`config.mk`:
```
export PLATFORM = sky130hd
export DESIGN_NAME = fvsm_div
export DESIGN_NICKNAME = d
export VERILOG_FILES = /design/src/hw/rtl/four_voice_sample_mixer_core_macros.svh /design/src/hw/rtl/fvsm_pkg.sv /design/src/hw/rtl/fvsm_div.sv
export SDC_FILE = /design/constraint.sdc
export NUM_CORES = 1
export LEC_CHECK = 0
export ABC_AREA = 1
export BUFFER_PORTS_ARGS = -buffer_cell sky130_fd_sc_hd__buf_4
export CAP_MARGIN = 20
export CORE_MARGIN = 2
export CORE_UTILIZATION = 25
export CTS_CLUSTER_SIZE = 16
export DETAILED_ROUTE_END_ITERATION = 8
export PLACE_DENSITY_LB_ADDON = 0.3
export SLEW_MARGIN = 20
export SYNTH_ARGS = -nofsm -noshare
export SYNTH_HDL_FRONTEND = slang
export SYNTH_SLANG_ARGS = --single-unit
```
`constraint.sdc`:
```
create_clock -name clock -period 4.23 [get_ports clock]
set_input_delay 0.2115 -clock clock [delete_from_list [all_inputs] [get_ports clock]]
set_output_delay 0.2115 -clock clock [all_outputs]
set_load 0.01 [all_outputs]
```
`src/hw/rtl/four_voice_sample_mixer_core_macros.svh`:
```
// ----------------------------------------------------------------------------
// Assertion macros for the four voice sample mixer
// Property wrappers for the RTL file that carries assertions.
// ----------------------------------------------------------------------------
`ifndef FOUR_VOICE_SAMPLE_MIXER_CORE_MACROS_SVH
`define FOUR_VOICE_SAMPLE_MIXER_CORE_MACROS_SVH

// same-cycle implication
`define FVSM_ASSERT_IMP(label, clk, rst, ante, cons) \
   label: assert property (@(posedge clk) disable iff (rst) (ante) |-> (cons)) \
      else $error("fvsm assertion failed");

// next-cycle implication
`define FVSM_ASSERT_NXT(label, clk, rst, ante, cons) \
   label: assert property (@(posedge clk) disable iff (rst) (ante) |=> (cons)) \
      else $error("fvsm assertion failed");

`endif

```
`src/hw/rtl/fvsm_pkg.sv`:
```
// ----------------------------------------------------------------------------
// fvsm_pkg
// Widths, codes, reset values and shared types of the sample mixer.
// ----------------------------------------------------------------------------
package fvsm_pkg;

   localparam int STEP_W    = 36;
   localparam int MASK_W    = 4;
   localparam int KIND_W    = 2;
   localparam int VOICE_W   = 2;
   localparam int ADDR_W    = 16;
   localparam int BYTE_W    = 8;
   localparam int LEN_W     = 16;
   localparam int PER_W     = 16;
   localparam int VOL_IN_W  = 8;
   localparam int VOL_W     = 7;
   localparam int OUT_W     = 14;
   localparam int END_W     = 17;
   localparam int DVD_W     = 36;
   localparam int DVS_W     = 21;
   localparam int ACC_W     = 18;
   localparam int CSR_IDX_W = 1;

   localparam logic [KIND_W-1:0] KIND_WRITE  = 2'd0;
   localparam logic [KIND_W-1:0] KIND_START  = 2'd1;
   localparam logic [KIND_W-1:0] KIND_SET    = 2'd2;
   localparam logic [KIND_W-1:0] KIND_RENDER = 2'd3;

   localparam logic [CSR_IDX_W-1:0] CSR_STEP_NUM = 1'd0;
   localparam logic [CSR_IDX_W-1:0] CSR_EN_MASK  = 1'd1;

   localparam logic [STEP_W-1:0] STEP_RESET = 36'd5270959;
   localparam logic [MASK_W-1:0] MASK_RESET = 4'hF;
   localparam logic [VOL_W-1:0]  VOL_MAX    = 7'd64;

   localparam int DEF_SAMPLE_MEM_DEPTH = 65536;
   localparam int DEF_FRAC_BITS        = 16;
   localparam int DEF_VOICES           = 4;

   typedef struct packed {
      logic             start;
      logic [DVD_W-1:0] dividend;
      logic [DVS_W-1:0] divisor;
   } div_req_type;

   typedef struct packed {
      logic             busy;
      logic             done;
      logic [DVD_W-1:0] quotient;
      logic [DVS_W-1:0] remainder;
   } div_rsp_type;

endpackage

```
`src/hw/rtl/fvsm_div.sv`:
```
// ----------------------------------------------------------------------------
// fvsm_div
// Shared restoring divider, one quotient bit per cycle.
// ----------------------------------------------------------------------------
module fvsm_div import fvsm_pkg::*; (
   input  logic        clock,
   input  logic        reset,
   input  div_req_type div_req,
   output div_rsp_type div_rsp
);

   localparam int CNT_W = $clog2(DVD_W + 1);

   logic             busy_ff, busy_in;
   logic             done_ff, done_in;
   logic [CNT_W-1:0] cnt_ff, cnt_in;
   logic [DVD_W-1:0] quo_ff, quo_in;
   logic [DVS_W-1:0] rem_ff, rem_in;
   logic [DVS_W-1:0] dvs_ff, dvs_in;
   logic [DVS_W:0]   shifted;
   logic             ge;

   always_comb begin
      busy_in = busy_ff;
      done_in = 1'b0;
      cnt_in  = cnt_ff;
      quo_in  = quo_ff;
      rem_in  = rem_ff;
      dvs_in  = dvs_ff;
      shifted = {rem_ff, quo_ff[DVD_W-1]};
      ge      = shifted >= {1'b0, dvs_ff};
      if (div_req.start) begin
         busy_in = 1'b1;
         cnt_in  = CNT_W'(DVD_W);
         quo_in  = div_req.dividend;
         rem_in  = '0;
         dvs_in  = div_req.divisor;
      end else if (busy_ff) begin
         rem_in = ge ? DVS_W'(shifted - {1'b0, dvs_ff}) : shifted[DVS_W-1:0];
         quo_in = {quo_ff[DVD_W-2:0], ge};
         cnt_in = cnt_ff - 1'b1;
         if (cnt_ff == CNT_W'(1)) begin
            busy_in = 1'b0;
            done_in = 1'b1;
         end
      end
   end

   always_ff @(posedge clock) begin
      if (reset) begin
         busy_ff <= 1'b0;
         done_ff <= 1'b0;
         cnt_ff  <= '0;
      end else begin
         busy_ff <= busy_in;
         done_ff <= done_in;
         cnt_ff  <= cnt_in;
      end
      quo_ff <= quo_in;
      rem_ff <= rem_in;
      dvs_ff <= dvs_in;
   end

   assign div_rsp.busy      = busy_ff;
   assign div_rsp.done      = done_ff;
   assign div_rsp.quotient  = quo_ff;
   assign div_rsp.remainder = rem_ff;

endmodule

```
==> impl_summary.log <==
INFO  metric routed_wl = 13.95 mm
INFO  metric core_area = slightly above 20000 sq um
INFO  metric cts_hold_buf = 0
INFO  metric final.fill_count = approximately 2.2k
INFO  metric cts_max_path_buffers = 2
INFO  metric final_layout_size_suffix_gt1_share = 19.52%
INFO  metric number_of_cts_inserted_buffers = 9
INFO  metric report.final.slew_viol_count = 0
INFO  metric p_seq_share = a little under half
INFO  metric cellInternalPower = 1.510 mW
INFO  metric grt_busiest_layer = met2
INFO  metric final_design_area_no_fill = 6490 sq um
INFO  metric die_y = 146.7 um
INFO  metric drt-pass1-iter-count = 4
INFO  metric number_of_enable_type_register_cells_in_the_synthesized_netlist = 57
INFO  metric timing.critical_path.required = 4.53 ns
INFO  metric max_clock_freq = approximately 0.38 GHz
INFO  metric global_route_wire_length_before_repair = 22.74 mm
INFO  metric synth_top_cells_by_area = sky130_fd_sc_hd__edfxtp_1, sky130_fd_sc_hd__nand2_1, sky130_fd_sc_hd__dfxtp_1
INFO  metric synth_fp_nets = 761
INFO  metric count_of_state_elements_after_synthesis = 86
INFO  metric cts.repair.resized = 0
INFO  metric setup-violations-final = 0
INFO  metric gr-usage-met3 = 6.375%
INFO  metric synthesis.area_per_instance = around 7.5 sq um
INFO  metric power.switching = slightly below 0.6 mW
INFO  metric switching_share = 27.73%
INFO  metric tightest_slew = 0.9849 ns
INFO  metric gr-usage-all-layers = 13.46%
INFO  metric critical_path_arrival = just under 3 ns
INFO  metric post_synth_mux_area_share = 0%
INFO  metric first_iter_violations = 185
INFO  metric grt_antenna_before_repair = 0
INFO  metric share_comb_of_total_power = 14.8%
INFO  metric final_stage_net_count = 873
INFO  metric synth_top_family_by_area = simple AND/OR/NAND/NOR gates
INFO  metric io_pins = between 100 and 150
INFO  metric rr_worst_depth = 13
INFO  metric layout_min_cycle_time = 2.619 ns
INFO  metric remaining_design_rule_violation_count = 0
INFO  metric grt-ovfl-total = 0
INFO  metric portBuffers = around 120
INFO  metric total_die_area = 21510 sq um
INFO  metric critical_path.endpoint_type = flop
INFO  metric finalCoreUtilization = 32.28%
INFO  metric skew = ~0.0097 ns
INFO  metric setup-tns-final = 0 ns
INFO  metric synth_largest_type_area_fraction = about 34%
INFO  metric avgRoutedWirePerCell = 13.11 um
INFO  metric synth-seq-area-share = 45.05%
INFO  metric critical_path_depth = 13
INFO  metric cp-start-kind = flop
INFO  metric path_buf_inv = 2
INFO  metric fp-row-count = 52
INFO  metric timing.critical_path.max_delay_family = simple AND/OR/NAND/NOR gates
INFO  metric netlist-cell-type-count = 39
INFO  metric mappedNetlistArea = 5089 sq um
INFO  metric grt_pass1_vias = 4374
INFO  metric max_slew_margin = 34.27%
INFO  metric cellPowerDensity = approximately 320 nW/um^2
INFO  metric crit_path_cell_trace = inv_1 -> ha_1 -> inv_1 -> fa_1 -> nand3_1 -> nand3_2 -> nand2_1 -> nand2_2 -> nand2_4 -> nand2_4 -> nand3_1 -> nand3_1 -> nand2_1
INFO  metric groute.layer.met1.usage = 16.66%
INFO  metric cts_tree = built
INFO  metric grt_start_max_net_pins = 63
INFO  metric post-synth-top-area-cell = sky130_fd_sc_hd__edfxtp_1
INFO  metric use_met2 = between 20% and 30%
INFO  metric cts.sinks = 86
INFO  metric ys_dominant_reg_cell = sky130_fd_sc_hd__edfxtp_1
INFO  metric effective_utilization_at_floorplan = 25.31%
INFO  metric place.gp.congestion = roughly 0.83
INFO  metric post-dp-hpwl = 10.22 mm
INFO  metric fp.dieW = 146.7 um
INFO  metric clock-root-buffer = sky130_fd_sc_hd__clkbuf_16
INFO  metric ys_async_sr_fraction = 0%
INFO  metric synth-xor-area-share = 1.549%
INFO  metric final.hold.worst_slack = ~0.029 ns
INFO  metric criticalPathCategory = reg -> reg
INFO  metric crit_slowest_cell = sky130_fd_sc_hd__fa_1
INFO  metric post_synth_fa_ha_maj_area_fraction = just over 6%
INFO  metric vias = 4454
INFO  metric vdd_ir_drop_max = 0.1708 mV
INFO  metric placed_cell_area = roughly 6200 sq um
INFO  metric synth_compound_gate_area_share = 3.492%
INFO  metric worst_path_most_repeated_cell = sky130_fd_sc_hd__nand3_1
INFO  metric postRouteAntennaNets = 0
INFO  metric clk_pwr_share = 37.3%
INFO  metric synth.top_cells.by_count = sky130_fd_sc_hd__nand2_1, sky130_fd_sc_hd__inv_1, sky130_fd_sc_hd__nand3_1
INFO  metric yosys.area_share.simple = 33.88%
INFO  metric post_cts_buffers = 0
INFO  metric max_stage_delay = approximately 0.44 ns
INFO  metric post-synth-top-count-cell = sky130_fd_sc_hd__nand2_1
INFO  metric path_clk_slew = 0.07 ns
INFO  metric unrepaired_setup_endpoints_after_global_routing = false
INFO  metric routed_via_density = 4.186
INFO  metric critical_path_peak_fanout = 24
INFO  metric power_leakage = 3.309 nW
INFO  metric max-cap-violations = 0
INFO  metric cts_htree_levels = 3
INFO  metric synthesis.instances = 677
INFO  metric timing.final.hold_violations = 0
INFO  metric areaGrowthSynthToFinish = 27.54%
INFO  metric run_status = finished clean
INFO  metric hold_path.class = in -> reg
INFO  metric min_period_over_period = just over 60%
INFO  metric yosysWarningCount = 0
INFO  metric hold-path-cell-count = 1
INFO  metric diodes = 0
INFO  metric clock_latency = 0.35 ns
-- per-stage QoR --
step / total power [mW] / std cells / worst slack, ns
after global routing: 2.198 / 1064 / 1.377
after global placement: 1.333 / 1048 / 1.096
final: 2.089 / 1064 / 1.611
after floorplan: 1.177 / 677 / 2.136
after CTS: 2.131 / 1064 / 1.188
after detailed placement: 1.333 / 1048 / 0.8863
-- metal layers --
layer	part of all wire, %	vias up
met5	0	-
met4	0.97	0
met3	9.3	9
met2	44	127
met1	46	1961
li1	-	2357
-- power groups by stage --
stage,Sequential (mW),Combinational (mW),Clock [mW]
2_1_floorplan,1.03,0.148,0
3_3_place_gp,1.02,0.313,0
3_5_place_dp,1.02,0.315,0
4_1_cts,1.00,0.315,0.813
5_1_grt,1.01,0.349,0.840
6_report,1.00,0.309,0.779
-- layout by cell type, fill, tap and decap left out, types with 8 or more instances in the layout --
cell,synthesis,routed
sky130_fd_sc_hd__o21ai_1,10,10
sky130_fd_sc_hd__ha_1,23,23
sky130_fd_sc_hd__nand3_1,60,60
sky130_fd_sc_hd__dfxtp_1,29,29
sky130_fd_sc_hd__nand2_1,272,272
sky130_fd_sc_hd__buf_4,4,120
sky130_fd_sc_hd__clkbuf_16,0,9
sky130_fd_sc_hd__xnor2_1,8,8
sky130_fd_sc_hd__inv_1,100,100
sky130_fd_sc_hd__nand3b_1,8,8
sky130_fd_sc_hd__a21oi_1,13,13
sky130_fd_sc_hd__edfxtp_1,57,57
sky130_fd_sc_hd__nor2_1,35,33
-- flip-flops by register name (all words and copies together), names as in the netlist --
register	flops
busy_ff	1
cnt_ff	6
done_ff	1
dvs_ff	21
quo_ff	36
rem_ff	21
-- final timing paths --
check                                   to         from  slack, ns
worst max register to register  rem_ff[16]   quo_ff[35]       1.61
worst min-delay path            dvs_ff[14]  div_req[14]       0.03
worst max-delay path            rem_ff[16]   quo_ff[35]       1.61
worst min register to register  rem_ff[11]   rem_ff[11]       0.49
-- layout make-up --
class / instances / area (sq um) / area share (%)
clock buffers: 9 / 225.2 / 3.470
clock inverters: 7 / 57.56 / 0.8868
inverters: 102 / 382.9 / 5.899
multi-input cells: 470 / 2293 / 35.34
flip-flops and latches: 86 / 2292 / 35.32
well taps: 270 / 337.8 / 5.205
repair buffers: 120 / 900.9 / 13.88
-- logic make-up (layout without fill, tap and decap cells) --
logic type / count (synthesis) / count (layout)
and+or+nand+nor: 405 / 405
buffers and inverters: 121 / 238
DFF: 86 / 86
AOI/OAI and AO/OA: 32 / 32
adders and majority gates: 24 / 24
xor gates and xnor gates: 9 / 9
Note: power is estimated with default switching activity, not from simulation.
